==> config.mk <==
export PLATFORM = sky130hd
export DESIGN_NAME = cpu_effective_address_unit
export DESIGN_NICKNAME = d
export VERILOG_FILES = /design/src/rtl/cea_pkg.sv /design/src/rtl/cea_ram.sv /design/src/rtl/cea_exec.sv /design/src/rtl/cpu_effective_address_unit.sv
export SDC_FILE = /design/constraint.sdc
export NUM_CORES = 1
export LEC_CHECK = 0
export ABC_CLOCK_PERIOD_IN_PS = 10100
export BUFFER_PORTS_ARGS = -buffer_cell sky130_fd_sc_hd__buf_2
export CAP_MARGIN = 5
export CORE_MARGIN = 4
export CORE_UTILIZATION = 51
export CTS_CLUSTER_SIZE = 8
export DETAILED_ROUTE_END_ITERATION = 7
export PLACE_DENSITY = 0.67
export SYNTH_ARGS = -nofsm -noshare
export SYNTH_HDL_FRONTEND = slang
export SYNTH_HIERARCHICAL = 1
export SYNTH_SLANG_ARGS = --single-unit
==> constraint.sdc <==
create_clock -name clk -period 10.1 [get_ports clk]
set_clock_uncertainty 0.2 [all_clocks]
set_input_delay 1.01 -clock clk [delete_from_list [all_inputs] [get_ports clk]]
set_output_delay 1.01 -clock clk [all_outputs]
set_load 0.02 [all_outputs]
==> src/rtl/cea_pkg.sv <==
// ----------------------------------------------------------------------------
// cea_pkg
// Shared codes, constants and transaction types of the effective-address unit.
// ----------------------------------------------------------------------------
package cea_pkg;

  // Register file: data registers at 0..7, address registers at 8..15.
  localparam int RF_DEPTH = 16;
  localparam int RF_AW    = 4;

  localparam logic [31:0] ALL_ONES = 32'hFFFF_FFFF;

  // Commands
  localparam logic [1:0] CMD_ADDR  = 2'd0;
  localparam logic [1:0] CMD_READ  = 2'd1;
  localparam logic [1:0] CMD_WRITE = 2'd2;
  localparam logic [1:0] CMD_BAD   = 2'd3;

  // Addressing modes
  localparam logic [2:0] MD_DREG  = 3'd0;
  localparam logic [2:0] MD_AREG  = 3'd1;
  localparam logic [2:0] MD_IND   = 3'd2;
  localparam logic [2:0] MD_POST  = 3'd3;
  localparam logic [2:0] MD_PRE   = 3'd4;
  localparam logic [2:0] MD_D16   = 3'd5;
  localparam logic [2:0] MD_IDX   = 3'd6;
  localparam logic [2:0] MD_OTHER = 3'd7;

  // Submodes of the "other" mode
  localparam logic [2:0] SUB_ABSW  = 3'd0;
  localparam logic [2:0] SUB_ABSL  = 3'd1;
  localparam logic [2:0] SUB_PCD16 = 3'd2;
  localparam logic [2:0] SUB_PCIDX = 3'd3;
  localparam logic [2:0] SUB_IMM   = 3'd4;

  // Operand sizes
  localparam logic [1:0] SZ_BYTE = 2'd0;
  localparam logic [1:0] SZ_WORD = 2'd1;
  localparam logic [1:0] SZ_LONG = 2'd2;
  localparam logic [1:0] SZ_BAD  = 2'd3;

  // Outcomes
  localparam logic [1:0] OC_REG     = 2'd0;
  localparam logic [1:0] OC_MEM     = 2'd1;
  localparam logic [1:0] OC_NONE    = 2'd2;
  localparam logic [1:0] OC_INVALID = 2'd3;

  // The stack pointer keeps word alignment on byte steps.
  localparam logic [2:0] REG_SP = 3'd7;

  typedef struct packed {
    logic [1:0]  command;
    logic [2:0]  mode;
    logic [2:0]  reg_req;
    logic [1:0]  size;
    logic [15:0] ext_first;
    logic [15:0] ext_second;
    logic [31:0] pc_now;
    logic [31:0] write_value;
  } req_t;

  typedef struct packed {
    logic [1:0]  outcome;
    logic [31:0] address;
    logic [31:0] operand_value;
    logic [1:0]  ext_words_used;
    logic [1:0]  access_size;
    logic        mem_write;
  } res_t;

  typedef struct packed {
    logic             en;
    logic [RF_AW-1:0] idx;
    logic [31:0]      data;
  } wb_t;

endpackage

==> src/rtl/cea_ram.sv <==
// ----------------------------------------------------------------------------
// cea_ram
// Generic single-port-write, single-port-read RAM with a registered read.
// ----------------------------------------------------------------------------
module cea_ram #(
  parameter int WIDTH = 32,
  parameter int DEPTH = 16
) (
  input  logic                     clk,
  input  logic                     wr_en,
  input  logic [$clog2(DEPTH)-1:0] wr_addr,
  input  logic [WIDTH-1:0]         wr_data,
  input  logic                     rd_en,
  input  logic [$clog2(DEPTH)-1:0] rd_addr,
  output logic [WIDTH-1:0]         rd_data
);

  logic [WIDTH-1:0] mem [DEPTH];

  always_ff @(posedge clk) begin
    if (wr_en) begin
      mem[wr_addr] <= wr_data;
    end
    if (rd_en) begin
      rd_data <= mem[rd_addr];
    end
  end

endmodule

==> src/rtl/cea_exec.sv <==
// ----------------------------------------------------------------------------
// cea_exec
// Operand resolution: address arithmetic, operand masking and the register
// write-back that a transaction implies.
// ----------------------------------------------------------------------------
module cea_exec import cea_pkg::*; (
  input  req_t        req,
  input  logic [31:0] base_val,
  input  logic [31:0] index_val,
  output res_t        res,
  output wb_t         wb
);

  function automatic logic [31:0] sext16(input logic [15:0] v);
    return {{16{v[15]}}, v};
  endfunction

  function automatic logic [31:0] sext8(input logic [7:0] v);
    return {{24{v[7]}}, v};
  endfunction

  logic        invalid;
  logic [31:0] mask;
  logic [31:0] step;
  logic [31:0] idx_off;

  always_comb begin
    invalid = (req.command == CMD_BAD) || (req.size == SZ_BAD) ||
              (req.mode == MD_AREG && req.size == SZ_BYTE) ||
              (req.mode == MD_OTHER && req.reg_req > SUB_IMM) ||
              (req.mode == MD_OTHER && req.reg_req == SUB_IMM &&
               req.command == CMD_WRITE);

    case (req.size)
      SZ_BYTE: mask = 32'h0000_00FF;
      SZ_WORD: mask = 32'h0000_FFFF;
      default: mask = ALL_ONES;
    endcase

    case (req.size)
      SZ_BYTE: step = (req.reg_req == REG_SP) ? 32'd2 : 32'd1;
      SZ_WORD: step = 32'd2;
      default: step = 32'd4;
    endcase

    // Index word: bit 11 picks the whole register or its sign-extended low word.
    idx_off = sext8(req.ext_first[7:0]) +
              (req.ext_first[11] ? index_val : sext16(index_val[15:0]));

    res = '{outcome: OC_INVALID, address: ALL_ONES, operand_value: '0,
            ext_words_used: '0, access_size: '0, mem_write: 1'b0};
    wb  = '{en: 1'b0, idx: {(req.mode != MD_DREG), req.reg_req}, data: '0};

    if (!invalid) begin
      if (req.mode == MD_DREG || req.mode == MD_AREG) begin
        if (req.command == CMD_ADDR) begin
          res.outcome = OC_NONE;
        end else if (req.command == CMD_READ) begin
          res.outcome       = OC_REG;
          res.operand_value = base_val & mask;
        end else begin
          res.outcome = OC_REG;
          wb.en       = 1'b1;
          if (req.mode == MD_DREG) begin
            wb.data = (base_val & ~mask) | (req.write_value & mask);
          end else begin
            wb.data = (req.size == SZ_WORD) ? sext16(req.write_value[15:0])
                                            : req.write_value;
          end
        end
      end else if (req.mode == MD_OTHER && req.reg_req == SUB_IMM) begin
        res.address        = req.pc_now;
        res.ext_words_used = (req.size == SZ_LONG) ? 2'd2 : 2'd1;
        if (req.command == CMD_READ) begin
          res.outcome       = OC_REG;
          res.operand_value = (req.size == SZ_LONG) ?
                              {req.ext_first, req.ext_second} :
                              ({16'h0000, req.ext_first} & mask);
        end else begin
          res.outcome = OC_MEM;
        end
      end else begin
        res.outcome = OC_MEM;
        unique case (req.mode)
          MD_IND: res.address = base_val;
          MD_POST: begin
            res.address = base_val;
            wb.en       = (req.command != CMD_ADDR);
            wb.data     = base_val + step;
          end
          MD_PRE: begin
            res.address = base_val - step;
            wb.en       = (req.command != CMD_ADDR);
            wb.data     = base_val - step;
          end
          MD_D16: begin
            res.address        = base_val + sext16(req.ext_first);
            res.ext_words_used = 2'd1;
          end
          MD_IDX: begin
            res.address        = base_val + idx_off;
            res.ext_words_used = 2'd1;
          end
          default: begin
            unique case (req.reg_req)
              SUB_ABSW: begin
                res.address        = sext16(req.ext_first);
                res.ext_words_used = 2'd1;
              end
              SUB_ABSL: begin
                res.address        = {req.ext_first, req.ext_second};
                res.ext_words_used = 2'd2;
              end
              SUB_PCD16: begin
                res.address        = req.pc_now + sext16(req.ext_first);
                res.ext_words_used = 2'd1;
              end
              default: begin
                res.address        = req.pc_now + idx_off;
                res.ext_words_used = 2'd1;
              end
            endcase
          end
        endcase
      end
    end

    res.access_size = (res.outcome == OC_MEM) ? req.size : 2'd0;
    res.mem_write   = (res.outcome == OC_MEM) && (req.command == CMD_WRITE);
  end

endmodule

==> src/rtl/cpu_effective_address_unit.sv <==
// ----------------------------------------------------------------------------
// cpu_effective_address_unit
// Effective-address unit with eight data and eight address registers.
// ----------------------------------------------------------------------------
// Usage:
//   The input channel (in_valid/in_ready) carries one operand request per
//   transaction; the output channel (out_valid/out_ready) returns exactly one
//   result transaction for each request, in order.
//   The registers live in two copies of a 16-entry synchronous RAM: one port
//   reads the base register, the other the index register of d8 modes. Both
//   are read at acceptance, the result is computed in the following cycle,
//   and the register write-back and the result register load happen together
//   once the output register is free. A new request is taken only in the idle
//   state, once the last has left execute, for the register RAM read-modify-write.
//   A new request may be accepted while a result still waits in the output
//   register. If the receiver stalls, the unit holds the next request in its
//   execute cycle, with no register write, until the output register frees.
//   Synchronous reset empties the output register and marks all sixteen
//   registers as cleared through valid bits, so no clearing pass is needed;
//   a request may be accepted in the first cycle after reset.
// ----------------------------------------------------------------------------
module cpu_effective_address_unit import cea_pkg::*; (
  input  logic        clk,
  input  logic        rst,
  input  logic        in_valid,
  output logic        in_ready,
  input  logic [1:0]  command,
  input  logic [2:0]  mode,
  input  logic [2:0]  reg_req,
  input  logic [1:0]  size,
  input  logic [15:0] ext_first,
  input  logic [15:0] ext_second,
  input  logic [31:0] pc_now,
  input  logic [31:0] write_value,
  output logic        out_valid,
  input  logic        out_ready,
  output logic [1:0]  outcome,
  output logic [31:0] address,
  output logic [31:0] operand_value,
  output logic [1:0]  ext_words_used,
  output logic [1:0]  access_size,
  output logic        mem_write
);

  typedef enum logic [1:0] {
    ST_IDLE = 2'b01,
    ST_EXEC = 2'b10
  } state_t;

  state_t state, state_next;

  req_t              req;
  logic [RF_DEPTH-1:0] reg_valid;
  logic              base_vld, index_vld;
  logic [RF_AW-1:0]  base_addr, index_addr;
  logic [31:0]       base_raw, index_raw;
  logic [31:0]       base_val, index_val;
  res_t              res;
  wb_t               wb;
  logic              accept;
  logic              out_load;
  logic              wr_en;

  assign in_ready   = (state == ST_IDLE);
  assign accept     = in_valid && in_ready;
  assign out_load   = (state == ST_EXEC) && (!out_valid || out_ready);
  assign wr_en      = out_load && wb.en;

  assign base_addr  = {(mode != MD_DREG), reg_req};
  assign index_addr = ext_first[15:12];

  // Entries never written since reset read as zero.
  assign base_val   = base_vld  ? base_raw  : 32'h0;
  assign index_val  = index_vld ? index_raw : 32'h0;

  cea_ram #(.WIDTH(32), .DEPTH(RF_DEPTH)) u_base_ram (
    .clk     (clk),
    .wr_en   (wr_en),
    .wr_addr (wb.idx),
    .wr_data (wb.data),
    .rd_en   (accept),
    .rd_addr (base_addr),
    .rd_data (base_raw)
  );

  cea_ram #(.WIDTH(32), .DEPTH(RF_DEPTH)) u_index_ram (
    .clk     (clk),
    .wr_en   (wr_en),
    .wr_addr (wb.idx),
    .wr_data (wb.data),
    .rd_en   (accept),
    .rd_addr (index_addr),
    .rd_data (index_raw)
  );

  cea_exec u_exec (
    .req       (req),
    .base_val  (base_val),
    .index_val (index_val),
    .res       (res),
    .wb        (wb)
  );

  always_comb begin
    state_next = state;
    unique case (state)
      ST_IDLE: if (accept)   state_next = ST_EXEC;
      ST_EXEC: if (out_load) state_next = ST_IDLE;
      default: state_next = ST_IDLE;
    endcase
  end

  always_ff @(posedge clk) begin
    if (rst) begin
      state     <= ST_IDLE;
      out_valid <= 1'b0;
      reg_valid <= '0;
    end else begin
      state <= state_next;
      if (out_load) begin
        out_valid <= 1'b1;
      end else if (out_ready) begin
        out_valid <= 1'b0;
      end
      if (wr_en) begin
        reg_valid[wb.idx] <= 1'b1;
      end
    end
  end

  always_ff @(posedge clk) begin
    if (accept) begin
      req       <= '{command: command, mode: mode, reg_req: reg_req, size: size,
                     ext_first: ext_first, ext_second: ext_second,
                     pc_now: pc_now, write_value: write_value};
      base_vld  <= reg_valid[base_addr];
      index_vld <= reg_valid[index_addr];
    end
    if (out_load) begin
      outcome        <= res.outcome;
      address        <= res.address;
      operand_value  <= res.operand_value;
      ext_words_used <= res.ext_words_used;
      access_size    <= res.access_size;
      mem_write      <= res.mem_write;
    end
  end

  // An accepted request always spends the next cycle in execute.
  assert property (@(posedge clk) disable iff (rst)
    accept |=> (state == ST_EXEC))
    else $error("accepted request did not enter execute");

  // A result appears only after an execute cycle.
  assert property (@(posedge clk) disable iff (rst)
    $rose(out_valid) |-> $past(state == ST_EXEC))
    else $error("result without execute cycle");

  // An invalid request leaves the register file untouched.
  assert property (@(posedge clk) disable iff (rst)
    (out_load && res.outcome == OC_INVALID) |-> !wr_en)
    else $error("register write on invalid request");

  // A write-back that is stalled by the receiver is held, not lost.
  assert property (@(posedge clk) disable iff (rst)
    ((state == ST_EXEC) && !out_load) |=> ((state == ST_EXEC) && $stable(req)))
    else $error("stalled request lost");

endmodule
==> flow_summary.yaml <==
status:
  status: "complete, no violations"
global_route:
  grt_max_degree: 91
  gr-total-overflow: 0
  grtUsageMet1: 0.402
  grt_usage: 0.293
  grtUsageMet3: 0.0624
  busiest_layer: "met2"
  grt_first_pass_wirelength_mm: 249
  antenna_found_initial: 10
  grt_pass1_vias: 35626
  met2_usage: 0.462
clock_tree:
  cts_hold_buf: 0
  cts_buffer_depth: 3
  clock_sinks: 1286
  post_cts_buffers: 0
  path_clk_slew_ns: 0.06
  htreeDepth: 4
  cts_tree: "done"
  insertion_delay_ns: 0.77
  numCtsBuffers: 179
  cts-resized-gates: 0
  root_buffer: "clkbuf_16"
synthesis:
  syn_inst: 3727
  synth-seq-area-share: 0.669
  post_synth.cell_area_avg_um2: 15.4
  synth.distinct_cells: 94
  synth_edf_count: 1267
  ys_ff_latch: 1286
  ys_warn_count: 6
  synth_ff_type: "edfxtp_1"
  syn_area_um2: 57500
  ys_async_sr_fraction: 0
  syn_nets: 3945
worst_setup_path:
  crit_required_ns: 10.41
  crit_type: "reg2reg"
  reg2reg_depth: 25
  cp_max_fo: 32
  start_kind: "flip-flop"
  cp.arrival_ns: 6.64
  endpoint_kind: "flip-flop"
power:
  internal-power_mw: 9.68
  cellPowerDensity_nw_per_um2: 196
  seqPwrFrac: 0.469
  switchingPower_mw: 3.16
  leakagePower_nw: 22.4
  clkPwrFrac: 0.413
  ir_worst_vdd_mv: 0.164
  p_sw_frac: 0.246
  combPwrFrac: 0.118
placement:
  io_buffers: 182
  placed_cells: 5293
  place_area_um2: 60600
  hpwl_mm: 109
  gp_congestion: 0.982
drt:
  vias: 36285
  via_per_inst: 6.57
  drt_pass1_iterations: 6
  detail_route.iter0.violations: 4361
  wirelength_mm: 174
  drtAntennaViolNets: 0
  drc: 0
  post_drt_wl_per_cell_um: 31.5
timing:
  relSlewSlack: 0.139
  drv_slew: 0
  fmax_ghz: 0.158
  period_share: 0.627
  grt_setup_unrepaired: "no"
  fin_crit_ns: 6.34
  hold_viol_final: 0
  fin_tns_setup_ns: 0
  setup_viol: 0
  hold_slack_ns: 0.209
  tightest_slew_ns: 1.29
flow_run:
  cap_violations: 0
die:
  initial_core_util: 0.516
  die_w_um: 344
  fp.dieArea_um2: 118000
  rows: 122
  io_pins: 183
  coreArea_um2: 111000
  die_y_um: 344
layout:
  layout.nets: 4206
  final_cell_area_um2: 65600
  finalNonFillerCells: 5525
  final_common_cell: "edfxtp_1"
  area_growth_pct: 14.1
  finish.utilization: 0.589
  drive_above_1_share: 0.216
  n_fill_cell: 8328
  layout_common_cells: "edfxtp_1, nand2_1, mux4_2"
min_path:
  worstHoldPathCells: 1
  hold_class: "in2reg"
-- flip-flops by register name, indices dropped and copies added, names as in the netlist, 16 cells and up --
signal,cells
address,32
u_base_ram/rd_data,32
req,106
reg_valid,16
u_index_ram/rd_data,32
u_base_ram/mem,512
u_index_ram/mem,512
operand_value,32
-- final cells by class --
cell class,instances,area [um^2],share of cell area
well taps,1488,1860,0.0284
clock inverters,13,223,0.00340
clock buffers,214,4660,0.0711
multi-input cells,2175,18400,0.280
repair buffers,300,1840,0.0281
flip-flops and latches,1286,38400,0.586
diodes,3,7.51,0.000115
inverters,46,173,0.00263
-- cell usage after synthesis, drive strengths merged, types with 27 or more instances --
cell type,number,area (um^2)
a211oi,29,218
a221oi,27,236
a31oi,28,175
a21oi,223,1120
o21ai,179,900
edfxtp,1267,38000
a22oi,147,1100
nand2,309,1170
inv,43,161
ha,103,1290
and2,76,475
nor2,190,713
mux4,264,5960
xnor2,76,666
nand3,60,310
nor3,52,277
nor2b,27,169
xor2,46,403
a21o,40,300
buf,81,424
clkbuf,139,522
-- per-stage QoR --
| stage | power [mW] | worst slack [ns] |
|---|---|---|
| floorplan | 7.07 | 2.12 |
| global placement | 7.59 | 3.95 |
| detailed placement | 7.59 | 3.89 |
| CTS | 12.9 | 3.88 |
| global route | 13.3 | 3.21 |
| finish | 12.8 | 3.76 |
-- worst paths after layout --
check	to	startpoint	slack [ns]
worst max-delay path	address[28]	index_vld	3.76
worst min-delay path	req[0]	write_value[0]	0.21
worst max register to register	address[28]	index_vld	3.76
worst min register to register	reg_valid[6]	reg_valid[6]	0.30
-- power groups by stage --
stage	combinational [mW]	clock (mW)	sequential, mW
after global placement	1.47	0	6.12
after global routing	1.61	5.64	6.02
after CTS	1.48	5.39	6.02
after floorplan	0.980	0	6.09
final	1.51	5.31	6.02
after detailed placement	1.47	0	6.12
-- worst max-delay path, stage by stage (launching register included) --
cell,delay (ns)
edfxtp_1,0.31
buf_4,0.26
and2_1,0.17
ha_1,0.19
inv_1,0.07
fa_1,0.40
nor2b_1,0.14
o21ai_0,0.11
a21oi_1,0.31
o21ai_0,0.26
a211oi_1,0.35
nor2_1,0.11
o21bai_1,0.14
a21oi_1,0.09
xor2_1,0.17
o21ai_0,0.43
ha_1,0.24
nand2_1,0.09
a2111oi_0,0.58
nand3_1,0.16
a31o_2,0.27
nand4b_1,0.16
o2111a_1,0.21
nor3_1,0.04
nand3b_1,0.20
a31oi_1,0.42
-- per-layer routing --
layer | part of all wire | up-vias
met4 | 0.047 | 12
met3 | 0.10 | 438
met1 | 0.39 | 18316
met5 | 0.00042 | -
met2 | 0.47 | 2208
li1 | - | 15311
-- cells by family (layout without fill, tap and decap cells) --
group,after synthesis,count (layout),synth area share
compound gates,820,820,0.0919
xor+xnor,123,123,0.0190
fa+ha+maj,112,112,0.0249
buf+inv,266,573,0.0195
flops,1286,1286,0.669
mux,276,276,0.106
other cells,0,3,0
simple gates,844,844,0.0701
(Power assumes the default switching activity.)
